--- config.mk ---
export PLATFORM = sky130hd
export DESIGN_NAME = rpdm_cfg
export DESIGN_NICKNAME = d
export VERILOG_FILES = /design/src/rtl/core/rpdm_pkg.sv /design/src/rtl/core/rpdm_cfg.sv
export SDC_FILE = /design/constraint.sdc
export NUM_CORES = 1
export LEC_CHECK = 0
export BUFFER_PORTS_ARGS = -buffer_cell sky130_fd_sc_hd__clkbuf_2
export CORE_MARGIN = 3
export CORE_UTILIZATION = 59
export DETAILED_ROUTE_END_ITERATION = 8
export PLACE_DENSITY = 0.81
export SETUP_SLACK_MARGIN = 0.15
export SLEW_MARGIN = 20
export SYNTH_ARGS = -nofsm -noshare
export SYNTH_HDL_FRONTEND = slang
export SYNTH_SLANG_ARGS = --single-unit
--- constraint.sdc ---
create_clock -name clock -period 6.1 [get_ports clock]
set_input_delay 0.61 -clock clock [delete_from_list [all_inputs] [get_ports clock]]
set_output_delay 0.61 -clock clock [all_outputs]
set_load 0.02 [all_outputs]
--- src/rtl/core/rpdm_pkg.sv ---
// Package for the parity disk map: constants, codes and shared types.
package rpdm_pkg;

   localparam int MAX_DISKS   = 32;
   localparam int DISK_W      = $clog2(MAX_DISKS);
   localparam int N_W         = DISK_W + 1;
   localparam int SUM_W       = N_W + 1;
   localparam int OFFSET_W    = 64;
   localparam int SECTOR_BYTES = 512;
   localparam int SECT_SHIFT  = $clog2(SECTOR_BYTES);
   localparam int QUOT_W      = OFFSET_W - SECT_SHIFT;
   localparam int CHUNK_W     = 17;
   localparam int W_W         = DISK_W + CHUNK_W;
   localparam int CSR_IDX_W   = 2;
   localparam int CSR_DATA_W  = CHUNK_W;

   localparam logic [N_W-1:0]     RST_DISKS = N_W'(4);
   localparam logic [CHUNK_W-1:0] RST_CHUNK = CHUNK_W'(128);

   typedef enum logic [1:0] {
      LVL_RAID4 = 2'd0,
      LVL_RAID5 = 2'd1,
      LVL_RAID6 = 2'd2,
      LVL_OTHER = 2'd3
   } lvl_type;

   typedef enum logic [1:0] {
      LAY_LEFT_ASYM  = 2'd0,
      LAY_RIGHT_ASYM = 2'd1,
      LAY_LEFT_SYM   = 2'd2,
      LAY_RIGHT_SYM  = 2'd3
   } lay_type;

   typedef enum logic [CSR_IDX_W-1:0] {
      CSR_LEVEL  = 2'd0,
      CSR_LAYOUT = 2'd1,
      CSR_DISKS  = 2'd2,
      CSR_CHUNK  = 2'd3
   } csr_idx_type;

   // Derived configuration, held in one register.
   typedef struct packed {
      lvl_type          level;
      logic             asym;
      logic             right;
      logic [N_W-1:0]   n;
      logic [W_W-1:0]   w;
      logic             bad;
   } cfg_type;

   // Divider beat handed to the mapping stages.
   typedef struct packed {
      logic [DISK_W-1:0] qm;
      logic [DISK_W-1:0] dm;
      logic [DISK_W-1:0] d;
   } div_beat_type;

endpackage

--- src/rtl/core/rpdm_cfg.sv ---
// Configuration registers and the derived row width and disk count.
module rpdm_cfg (
   input  logic                              clock,
   input  logic                              reset,
   input  logic                              csr_valid,
   output logic                              csr_ready,
   input  logic [rpdm_pkg::CSR_IDX_W-1:0]    csr_index,
   input  logic [rpdm_pkg::CSR_DATA_W-1:0]   csr_wdata,
   output rpdm_pkg::cfg_type                 cfg,
   output logic                              busy
);
   import rpdm_pkg::*;

   lvl_type              level_ff;
   lay_type              layout_ff;
   logic [N_W-1:0]       disks_ff;
   logic [CHUNK_W-1:0]   chunk_ff;
   cfg_type              cfg_ff;
   cfg_type              cfg_in;
   logic                 pend_ff;
   logic [N_W-1:0]       n_sat;
   logic [N_W-1:0]       spare;
   logic [N_W-1:0]       ddisk;
   logic                 striped;

   assign csr_ready = 1'b1;

   always_ff @(posedge clock) begin
      if (reset) begin
         level_ff  <= LVL_RAID5;
         layout_ff <= LAY_LEFT_ASYM;
         disks_ff  <= RST_DISKS;
         chunk_ff  <= RST_CHUNK;
      end else if (csr_valid && csr_ready) begin
         case (csr_idx_type'(csr_index))
            CSR_LEVEL:  level_ff  <= lvl_type'(csr_wdata[1:0]);
            CSR_LAYOUT: layout_ff <= lay_type'(csr_wdata[1:0]);
            CSR_DISKS:  disks_ff  <= csr_wdata[N_W-1:0];
            CSR_CHUNK:  chunk_ff  <= csr_wdata[CHUNK_W-1:0];
            default: ;
         endcase
      end
   end

   // derived config follows the registers in the next cycle
   always_ff @(posedge clock) begin
      if (reset) begin
         pend_ff <= 1'b1;
      end else begin
         pend_ff <= csr_valid && csr_ready;
      end
   end

   always_comb begin
      n_sat   = (disks_ff > N_W'(MAX_DISKS)) ? N_W'(MAX_DISKS) : disks_ff;
      striped = (level_ff == LVL_RAID5) || (level_ff == LVL_RAID6);
      spare   = (level_ff == LVL_RAID6) ? N_W'(2) : N_W'(1);
      ddisk   = n_sat - spare;
      cfg_in.level = level_ff;
      cfg_in.asym  = (layout_ff == LAY_LEFT_ASYM) || (layout_ff == LAY_RIGHT_ASYM);
      cfg_in.right = (layout_ff == LAY_RIGHT_ASYM) || (layout_ff == LAY_RIGHT_SYM);
      cfg_in.n     = n_sat;
      cfg_in.w     = W_W'(ddisk[DISK_W-1:0]) * W_W'(chunk_ff);
      cfg_in.bad   = (n_sat == '0) ||
                     (striped && ((n_sat <= spare) || (chunk_ff == '0)));
   end

   always_ff @(posedge clock) begin
      cfg_ff <= cfg_in;
   end

   assign cfg  = cfg_ff;
   assign busy = pend_ff;

endmodule

==> reports/results.txt <==
The run finished with clean final reports. The number of top-level pins was 57. Counting along the longest clock path gives a buffer depth of 2. The run gives 61 as the CTS sink count.

The register bit total from synthesis was 61; the initial antenna violation count was 0. The net count of the mapped netlist was 608. Setup repair after global routing left no endpoint under its margin. Summing all placed instances gives a cell area of 4960 µm². CTS placed an instance of sky130_fd_sc_hd__clkbuf_8 at the clock tree root. Number of warning messages in the yosys log: 0. After clock tree synthesis, the clock-pin slew on the worst setup and hold paths is 90 ps.

The peak supply drop is 130 µV, and the highest fanout seen on the critical path is 17. The floorplan step defined a die boundary enclosing 8890 µm². Area overhead of the layout relative to synthesis: 11.9%. After floorplanning, the core was divided into 31 placement rows.

Leaving out fill and tap cells, the most frequent cell in the layout is sky130_fd_sc_hd__inv_1. Summed over all layers, the routed wires come to 9.02 mm. Ranked by total cell area, the synthesized netlist is headed by sky130_fd_sc_hd__dfxtp_1 (27%), sky130_fd_sc_hd__fa_1 (20%), sky130_fd_sc_hd__ha_1 (9.0%), sky130_fd_sc_hd__and2_1 (8.4%), sky130_fd_sc_hd__inv_1 (5.2%). The most critical setup path has its startpoint at level_ff[0]. Once detailed placement completed, the half-perimeter wirelength came to 7.10 mm. Once the clock tree was built, the setup fixing pass inserted 0 buffers.

The logs give 0.602 for the remaining max-slew budget at the tightest pin and 0 for the total of max-cap violations. Setup violations remaining at the end of the flow were counted as 0. The tools report the number of vias after detailed routing as 3530.

Final cycle utilization of the critical path: 0.874. The routability-driven placement congestion ratio is 0.947. In the layout the commonest cells are sky130_fd_sc_hd__inv_1 (64), sky130_fd_sc_hd__and2_1 (62), sky130_fd_sc_hd__dfxtp_1 (61). The number of hold-slack violations in the final timing report was 0; the number of flops mapped to enable cells by yosys was 0.

Based on the critical path, the design can be clocked at up to 188 MHz. The fraction of registers with async set or reset after synthesis is 0, and the initial cell density of the core is 0.621. The worst register-to-register path has a setup slack of 770 ps. The mapped netlist covers 4600 µm². The number of different library cells used by synthesis comes to 50. The fraction of final layout cells sized beyond drive strength 1 is 0.155.

The most common flop cell mapped by yosys was sky130_fd_sc_hd__dfxtp_1. The x dimension of the die was 94.3 µm; the number of resized instances in the post-cts repair step was 0. Summing all non-filler instances in the final layout gives an area of 5140 µm². The first detailed-routing pass ran for 6 iterations. In this run the critical register-to-register path is launched from level_ff[0].

The H-tree generated during clock tree synthesis spans 3 levels. Dominant cell type by area after synthesis: sky130_fd_sc_hd__dfxtp_1. The run gives 0.225 as the total track usage. Once detail routing completed, the nets flagged for antenna violations numbered 0. During placement, the flow inserted port buffers numbering 55. The residual overflow from global routing is 0, and the accumulated negative setup slack is 0 ps. The logs give 0 for the hold-fix buffer count after cts and 0 for the number of antenna cells inserted. The core region is 7410 µm². In this run, the number of DRC markers left after iteration 0 of detailed routing was 141.

The cell count after synthesis came out at 507. On the final layout, the worst clock skew is 13.1 ps. The worst hold path was traced through 0 stages. The sequential element share of the synthesized area was 0.266. The maximum number of pins on one net before global-route repair is 29, and the via count of the first global-routing pass is 3534. The min-delay analysis places its worst path in the category reg -> reg. The worst reg-to-reg path cell count works out to 21.

Summed over all cells, the static leakage comes to 2.60 nW. The average routed wire per standard cell was 13.6 µm. The data required time of the worst path came out at 6380 ps.

Minimum hold slack: 357 ps. The critical path class was reg -> reg. The first global-routing pass estimated 15.8 mm of wire.

The run gives 780 ps as the post-placement worst setup slack. The transition time at the pin with the least slew margin is 582 ps. Buffers inserted during clock tree synthesis total 9. The insertion delay to the later sink of the worst-skew pair was 360 ps. The worst setup path is launched from a register.

The net count of the finished layout is 662. The worst setup path is captured at a register. For this run, design rule violations remaining after detail routing come to 0.

The worst hold path begins at layout_ff[0]. TritonCTS built the clock tree. The worst path needs 5330 ps of the cycle, external delays included.

Power spread over the standard cell area amounts to 195 nW/µm². In the routed layout, each cell is associated on average with a via count of 5.31. A synthesized cell averages 9.07 µm². The run gives 0 as the number of slew-limit violations in the final report.

Endpoint arrival time on the critical path: 5610 ps. The top cell type's share of synthesized area was 0.266; the die height was 94.3 µm. Once routing completed, OpenROAD measured the worst setup slack at 769 ps.
Yosys cell counts, types with 6 or more instances:
cell / count
sky130_fd_sc_hd__inv_1: 64
sky130_fd_sc_hd__nand2b_1: 15
sky130_fd_sc_hd__clkbuf_1: 11
sky130_fd_sc_hd__xnor2_1: 15
sky130_fd_sc_hd__o21ai_0: 7
sky130_fd_sc_hd__ha_1: 33
sky130_fd_sc_hd__and2_1: 62
sky130_fd_sc_hd__nand2_1: 56
sky130_fd_sc_hd__nor2_1: 20
sky130_fd_sc_hd__fa_1: 46
sky130_fd_sc_hd__a21oi_1: 35
sky130_fd_sc_hd__dfxtp_1: 61
sky130_fd_sc_hd__mux2i_1: 8
sky130_fd_sc_hd__nor2b_1: 6
sky130_fd_sc_hd__xor2_1: 6
through the flow:
step           std cells  utilization  total power [mW]
2_1_floorplan        507            -             0.602
3_3_place_gp         649        0.669             0.658
3_5_place_dp         649        0.669             0.665
4_1_cts              665        0.694              1.01
5_1_grt              665        0.694              1.06
6_report             665        0.694              1.00
kinds of logic (layout without fill, tap and decap cells):
kind of cell    Yosys count  in the layout  synth area share
flops                    61             61             0.266
mux                       8              8            0.0174
other cells               1              1          0.000816
simple gates            181            181             0.206
compound gates           77             77             0.114
fa+ha+maj                79             79             0.290
xor+xnor                 21             21            0.0400
buf+inv                  79            138            0.0659
final cells by class:
class	instances	area, µm²
multi-input combinational	367	3070
timing repair buffer	58	298
fill	581	2270
clock inverter	7	62.6
inverter	64	240
tap	99	124
sequential	61	1220
clock buffer	9	124
worst max-delay path, cell delays in order, from the launching register on:
cell and delay, ps:
sky130_fd_sc_hd__dfxtp_1 330, sky130_fd_sc_hd__inv_1 60, sky130_fd_sc_hd__ha_1 180, sky130_fd_sc_hd__inv_1 110
sky130_fd_sc_hd__ha_1 160, sky130_fd_sc_hd__inv_1 60, sky130_fd_sc_hd__fa_1 430, sky130_fd_sc_hd__nor3_2 230
sky130_fd_sc_hd__xor2_1 160, sky130_fd_sc_hd__buf_4 220, sky130_fd_sc_hd__nand2_1 100, sky130_fd_sc_hd__fa_1 520
sky130_fd_sc_hd__fa_1 530, sky130_fd_sc_hd__fa_1 550, sky130_fd_sc_hd__inv_1 40, sky130_fd_sc_hd__ha_1 360
sky130_fd_sc_hd__a211oi_2 290, sky130_fd_sc_hd__o21ai_2 150, sky130_fd_sc_hd__o311ai_4 270, sky130_fd_sc_hd__o21ai_2 110
sky130_fd_sc_hd__a221oi_2 260, sky130_fd_sc_hd__xnor2_1 140
report_power, final:
part,total (mW),switching (mW),internal [mW]
combinational,0.216,0.134,0.0820
clock,0.347,0.190,0.157
sequential,0.440,0.0140,0.426
final timing paths:
check,endpoint
hold / removal,cfg[29]
setup reg to reg,cfg[21]
setup / recovery,cfg[21]
hold reg to reg,cfg[29]
registers in the layout, summed over array words and instances, names as in the netlist:
signal	flops
layout_ff	2
disks_ff	6
busy	1
chunk_ff	17
level_ff	2
cfg	33
layer usage:
metal,track usage,wire length (µm)
met5,0,0
met3,0.0657,515
met2,0.362,4190
met1,0.294,4170
met4,0.0650,141
Note: power is estimated with default switching activity, not from simulation.
