$ cat config.mk
export PLATFORM = sky130hd
export DESIGN_NAME = rpdm_map
export DESIGN_NICKNAME = d
export VERILOG_FILES = /design/src/rtl/core/rpdm_pkg.sv /design/src/rtl/core/rpdm_map.sv
export SDC_FILE = /design/constraint.sdc
export NUM_CORES = 1
export LEC_CHECK = 0
export ABC_AREA = 1
export BUFFER_PORTS_ARGS = -buffer_cell sky130_fd_sc_hd__clkbuf_2
export CAP_MARGIN = 10
export CORE_UTILIZATION = 41
export CTS_CLUSTER_DIAMETER = 40
export DETAILED_ROUTE_END_ITERATION = 16
export GPL_TIMING_DRIVEN = 1
export PLACE_DENSITY_LB_ADDON = 0.15
export SKIP_LAST_GASP = 1
export SLEW_MARGIN = 20
export SYNTH_ARGS = -nofsm -noshare
export SYNTH_HDL_FRONTEND = slang
export SYNTH_SLANG_ARGS = --single-unit
$ cat constraint.sdc
create_clock -name clock -period 14.2 [get_ports clock]
set_clock_uncertainty 0.1 [all_clocks]
set_input_delay 2.84 -clock clock [delete_from_list [all_inputs] [get_ports clock]]
set_output_delay 2.84 -clock clock [all_outputs]
set_load 0.02 [all_outputs]
$ cat src/rtl/core/rpdm_pkg.sv
// Package for the parity disk map: constants, codes and shared types.
package rpdm_pkg;

   localparam int MAX_DISKS   = 32;
   localparam int DISK_W      = $clog2(MAX_DISKS);
   localparam int N_W         = DISK_W + 1;
   localparam int SUM_W       = N_W + 1;
   localparam int OFFSET_W    = 64;
   localparam int SECTOR_BYTES = 512;
   localparam int SECT_SHIFT  = $clog2(SECTOR_BYTES);
   localparam int QUOT_W      = OFFSET_W - SECT_SHIFT;
   localparam int CHUNK_W     = 17;
   localparam int W_W         = DISK_W + CHUNK_W;
   localparam int CSR_IDX_W   = 2;
   localparam int CSR_DATA_W  = CHUNK_W;

   localparam logic [N_W-1:0]     RST_DISKS = N_W'(4);
   localparam logic [CHUNK_W-1:0] RST_CHUNK = CHUNK_W'(128);

   typedef enum logic [1:0] {
      LVL_RAID4 = 2'd0,
      LVL_RAID5 = 2'd1,
      LVL_RAID6 = 2'd2,
      LVL_OTHER = 2'd3
   } lvl_type;

   typedef enum logic [1:0] {
      LAY_LEFT_ASYM  = 2'd0,
      LAY_RIGHT_ASYM = 2'd1,
      LAY_LEFT_SYM   = 2'd2,
      LAY_RIGHT_SYM  = 2'd3
   } lay_type;

   typedef enum logic [CSR_IDX_W-1:0] {
      CSR_LEVEL  = 2'd0,
      CSR_LAYOUT = 2'd1,
      CSR_DISKS  = 2'd2,
      CSR_CHUNK  = 2'd3
   } csr_idx_type;

   // Derived configuration, held in one register.
   typedef struct packed {
      lvl_type          level;
      logic             asym;
      logic             right;
      logic [N_W-1:0]   n;
      logic [W_W-1:0]   w;
      logic             bad;
   } cfg_type;

   // Divider beat handed to the mapping stages.
   typedef struct packed {
      logic [DISK_W-1:0] qm;
      logic [DISK_W-1:0] dm;
      logic [DISK_W-1:0] d;
   } div_beat_type;

endpackage

$ cat src/rtl/core/rpdm_map.sv
// Layout stages: parity disk, then physical disk and the output register.
module rpdm_map (
   input  logic                              clock,
   input  logic                              reset,
   input  rpdm_pkg::cfg_type                 cfg,
   input  logic                              in_valid,
   output logic                              in_ready,
   input  rpdm_pkg::div_beat_type            in_beat,
   output logic                              out_valid,
   input  logic                              out_stall,
   output logic [rpdm_pkg::DISK_W-1:0]       out_parity,
   output logic [rpdm_pkg::DISK_W-1:0]       out_phys,
   output logic                              out_bad
);
   import rpdm_pkg::*;

   logic                a_vld_ff;
   logic [DISK_W-1:0]   a_par_ff;
   logic [DISK_W-1:0]   a_par_in;
   logic [SUM_W-1:0]    a_sum_ff;
   logic [SUM_W-1:0]    a_sum_in;
   logic [DISK_W-1:0]   a_d_ff;
   logic                b_vld_ff;
   logic [DISK_W-1:0]   b_par_ff;
   logic [DISK_W-1:0]   b_phys_ff;
   logic [DISK_W-1:0]   b_phys_in;
   logic                b_bad_ff;
   logic                rdy_a;
   logic                rdy_b;
   logic [N_W-1:0]      par_n;
   logic [SUM_W-1:0]    sum;
   logic [SUM_W-1:0]    sum2;
   logic                q_zero;
   logic                ge;
   logic [DISK_W-1:0]   r6_asym;
   logic [DISK_W-1:0]   r5_asym;

   assign rdy_b    = !b_vld_ff || !out_stall;
   assign rdy_a    = !a_vld_ff || rdy_b;
   assign in_ready = rdy_a;

   // stage A: parity disk and first reduction of the rotated index
   always_comb begin
      case (cfg.level)
         LVL_RAID5, LVL_RAID6: begin
            par_n = cfg.right ? N_W'(in_beat.qm)
                              : cfg.n - N_W'(1) - N_W'(in_beat.qm);
         end
         LVL_RAID4: par_n = cfg.n - N_W'(1);
         default:   par_n = '0;
      endcase
      a_par_in = par_n[DISK_W-1:0];
      sum      = SUM_W'(a_par_in) + SUM_W'(in_beat.dm) +
                 ((cfg.level == LVL_RAID6) ? SUM_W'(2) : SUM_W'(1));
      a_sum_in = (sum >= SUM_W'(cfg.n)) ? sum - SUM_W'(cfg.n) : sum;
   end

   always_ff @(posedge clock) begin
      if (reset) begin
         a_vld_ff <= 1'b0;
      end else if (rdy_a) begin
         a_vld_ff <= in_valid;
      end
   end

   always_ff @(posedge clock) begin
      if (rdy_a && in_valid) begin
         a_par_ff <= a_par_in;
         a_sum_ff <= a_sum_in;
         a_d_ff   <= in_beat.d;
      end
   end

   // stage B: physical disk
   always_comb begin
      sum2    = (a_sum_ff >= SUM_W'(cfg.n)) ? a_sum_ff - SUM_W'(cfg.n) : a_sum_ff;
      q_zero  = (N_W'(a_par_ff) + N_W'(1)) == cfg.n;
      ge      = a_d_ff >= a_par_ff;
      r6_asym = a_d_ff + (q_zero ? DISK_W'(1) : (ge ? DISK_W'(2) : DISK_W'(0)));
      r5_asym = a_d_ff + DISK_W'(ge);
      if (cfg.level == LVL_RAID6) begin
         b_phys_in = cfg.asym ? r6_asym : sum2[DISK_W-1:0];
      end else if ((cfg.level == LVL_RAID5) && cfg.asym) begin
         b_phys_in = r5_asym;
      end else begin
         b_phys_in = sum2[DISK_W-1:0];
      end
   end

   always_ff @(posedge clock) begin
      if (reset) begin
         b_vld_ff <= 1'b0;
      end else if (rdy_b) begin
         b_vld_ff <= a_vld_ff;
      end
   end

   always_ff @(posedge clock) begin
      if (rdy_b && a_vld_ff) begin
         b_par_ff  <= cfg.bad ? '0 : a_par_ff;
         b_phys_ff <= cfg.bad ? '0 : b_phys_in;
         b_bad_ff  <= cfg.bad;
      end
   end

   assign out_valid  = b_vld_ff;
   assign out_parity = b_par_ff;
   assign out_phys   = b_phys_ff;
   assign out_bad    = b_bad_ff;

endmodule

==> results.sh <==
export IMPL_slew_violations=0
export IMPL_cp_end_kind="register"
export IMPL_clockRootBuffer="clkbuf_8"
export IMPL_rsz0062_at_grt="false"
export IMPL_setup_violations=0
export IMPL_yosysWarnings=0
export IMPL_drive_gt1_share_pct=14.15
export IMPL_clk_path_buf_depth=2
export IMPL_avgViaCountPerCell=4.832
export IMPL_grt_busiest_layer="met2"
export IMPL_track_usage_pct=17.13
export IMPL_placed_area_um2=3214
export IMPL_htreeDepth=2
export IMPL_drc=0
export IMPL_max_freq_mhz=138.2
export IMPL_synth_seq_cells=30
export IMPL_io_pins=65
export IMPL_met3_usage_pct=2.310
export IMPL_ctsHoldBuffers=0
export IMPL_tns_ns=0
export IMPL_port_buffer_count=42
export IMPL_r2r_start="a_par_ff[0]"
export IMPL_rows=30
export IMPL_post_synth_num_cell_types=32
export IMPL_regToRegSetupSlack_ns=10.89
export IMPL_grt_overflow_total=0
export IMPL_clk_transition_reported_paths_ns=0.06
export IMPL_rr_worst_depth=15
export IMPL_synth_fp_nets=460
export IMPL_dp_hpwl_um=4983
export IMPL_r2r_end="out_phys[4]"
export IMPL_core_area_um2=6832
export IMPL_met2_usage_pct=31.17
export IMPL_whs_path_depth=2
export IMPL_antenna_left=0
export IMPL_crit_path_start="cfg[24]"
export IMPL_worst_pin_slew_ns=0.8120
export IMPL_multi_input_area_um2=1774
export IMPL_vias=2445
export IMPL_die_area_um2=7424
export IMPL_crit_top_cell="ha_1"
export IMPL_cts_num_sinks=30
export IMPL_hold_viol=0
export IMPL_cp_cell_sequence="clkbuf_2 -> inv_1 -> ha_1 -> xor2_1 -> ha_1 -> a21oi_1 -> o21a_1 -> and2_1 -> o21ai_0 -> a21oi_1 -> ha_1 -> ha_1 -> a21oi_1 -> nand2_1 -> xor2_1 -> ha_1 -> a21oi_1 -> inv_1 -> a31oi_1 -> or2_1 -> nand2_4 -> nand2_1 -> inv_1"
export IMPL_syn_cell_area_um2=2904
export IMPL_mostFrequentLayoutCell="nand2_1"
export IMPL_placed_cells=498
export IMPL_synth_edf_count=28
export IMPL_worstPathArrival_ns=7.17
export IMPL_period_needed_ns=7.234
export IMPL_cts_resized=0
export IMPL_power_density_nw_per_um2=132.6
export IMPL_die_width_um=86.16
export IMPL_grt_pass1_vias=2286
export IMPL_gp_congestion=0.8207
export IMPL_syn_mean_instance_area_um2=8.000
export IMPL_min_path_type="register to register"
export IMPL_syn_instance_count=363
export IMPL_crit_path_max_incr_delay_ns=0.35
export IMPL_stdcell_count=506
export IMPL_setup_worst_path_start_class="input port"
export IMPL_wl_um=5991
export IMPL_synth_flop_cell="edfxtp_1"
export IMPL_fin_nets=506
export IMPL_die_h_um=86.16
export IMPL_crit_type="input port to register"
export IMPL_cp_max_fo=7
export IMPL_holdPathEnd="out_valid"
export IMPL_start_util_pct=42.51
export IMPL_regArea_um2=880.8
export IMPL_post_route_period_util_pct=50.94
export IMPL_nFillCells=687
export IMPL_final_cell_mix="73 x nand2_1, 60 x inv_1, 42 x clkbuf_2"
export IMPL_area_delta_synth_final_pct=15.25
export IMPL_critPathSlowestCell="ha_1"
export IMPL_firstDrtPassIters=4
export IMPL_critPathTopFamily="adder cells"
export IMPL_worstHoldStart="a_vld_ff"
export IMPL_relSlewSlack_pct=45.66
export IMPL_grt_use_met1_pct=21.21
export IMPL_post_cts_setup_buffers=0
export IMPL_num_antenna_cells=0
export IMPL_p_leak_nw=1.681
export IMPL_grt_first_pass_wirelength_um=10060
export IMPL_insertion_delay_ns=0.28
export IMPL_status="completed"
export IMPL_first_iter_violations=65
export IMPL_fin_area_um2=3347
export IMPL_cts_tree="built"
export IMPL_post_drt_wl_per_cell_um=11.84
export IMPL_max_cap_viol_count=0
export IMPL_crit_buf_inv=4
export IMPL_cp_required_ns=14.13
export IMPL_ir_drop_v=0.00006211
export IMPL_grt_start_max_net_pins=18
export IMPL_synth_async_reset_ratio_pct=0
export IMPL_ys_seq_area_share_pct=30.33
export IMPL_antenna_found_initial=0
export IMPL_cts_buffers=5
[cell type report]
type	count	share of cell area [%]
multi-input cells	269	53.01
clock buffers	5	2.056
repair buffers	42	6.280
clock inverters	3	1.907
inverters	61	6.841
well taps	96	3.589
flip-flops and latches	30	26.32
[worst min-delay path: stages, from the launching register on]
cell	delay, ns
dfxtp_1	0.31
inv_1	0.06
a21oi_1	0.06
[sequential cells by signal (all words and copies together) (netlist names)]
signal,count
a_sum_ff,7
a_d_ff,5
a_par_ff,5
out_parity,5
out_phys,5
a_vld_ff,1
out_bad,1
out_valid,1
[kinds of logic (layout without fill, tap and decap cells)]
logic type | Yosys count | count (layout) | share of synthesized area (%)
AO/OA/AOI/OAI | 52 | 52 | 9.565
flip-flops | 30 | 30 | 30.33
AND/OR/NAND/NOR | 153 | 153 | 24.60
buffers and inverters | 64 | 111 | 8.574
adder cells (fa/ha/maj) | 45 | 45 | 21.20
XOR/XNOR | 19 | 19 | 5.730
[routing by layer]
layer / up-vias / wire length (µm)
met5: - / 0
met4: 0 / 87
met3: 11 / 191
met2: 56 / 2916
met1: 1078 / 2795
li1: 1300 / -
[synth_stat cells (2+ instances only)]
| cell type | number | area [µm²] |
|---|---|---|
| nand2_1 | 73 | 274.0 |
| inv_1 | 60 | 225.2 |
| ha_1 | 38 | 475.5 |
| a21oi_1 | 34 | 170.2 |
| nand3_1 | 32 | 160.2 |
| edfxtp_1 | 28 | 840.8 |
| nor2_1 | 19 | 71.32 |
| o21ai_0 | 13 | 65.06 |
| xor2_1 | 11 | 96.34 |
| nand4_1 | 9 | 56.30 |
| xnor2_1 | 8 | 70.07 |
| fa_1 | 7 | 140.1 |
| nand3b_1 | 5 | 37.54 |
| or2_1 | 4 | 25.02 |
| and2_1 | 2 | 12.51 |
| dfxtp_1 | 2 | 40.04 |
| nand3_2 | 2 | 20.02 |
| or2_2 | 2 | 12.51 |
[metrics by stage]
step | setup slack (ns) | power [W] | util, % | hold WS, ns
after detailed placement | 6.658 | 0.0003435 | 47.05 | 0.3679
after global routing | 6.503 | 0.0004828 | 48.99 | 0.4067
after CTS | 6.936 | 0.0004469 | 48.99 | 0.3783
after global placement | 6.748 | 0.0003385 | 47.05 | 0.3563
final | 6.966 | 0.0004438 | 48.99 | 0.3701
after floorplan | 7.479 | 0.0003016 | - | 0.3445
[where the power goes]
part | switching [W] | internal, W
clock | 0.0000326 | 0.0000694
sequential | 0.00000922 | 0.000119
combinational | 0.000128 | 0.0000862
total | 0.000170 | 0.000274
[how the worst max path moves through the flow]
stage	end	slack [ns]	depth (start not counted)
6_report	a_sum_ff[6]	6.97	23
5_1_grt	a_sum_ff[6]	6.50	23
4_1_cts	a_sum_ff[6]	6.94	23
3_5_place_dp	a_sum_ff[6]	6.66	23
3_3_place_gp	a_sum_ff[6]	6.75	23
2_1_floorplan	a_sum_ff[1]	7.48	19
Note: power is estimated with default switching activity, not from simulation.
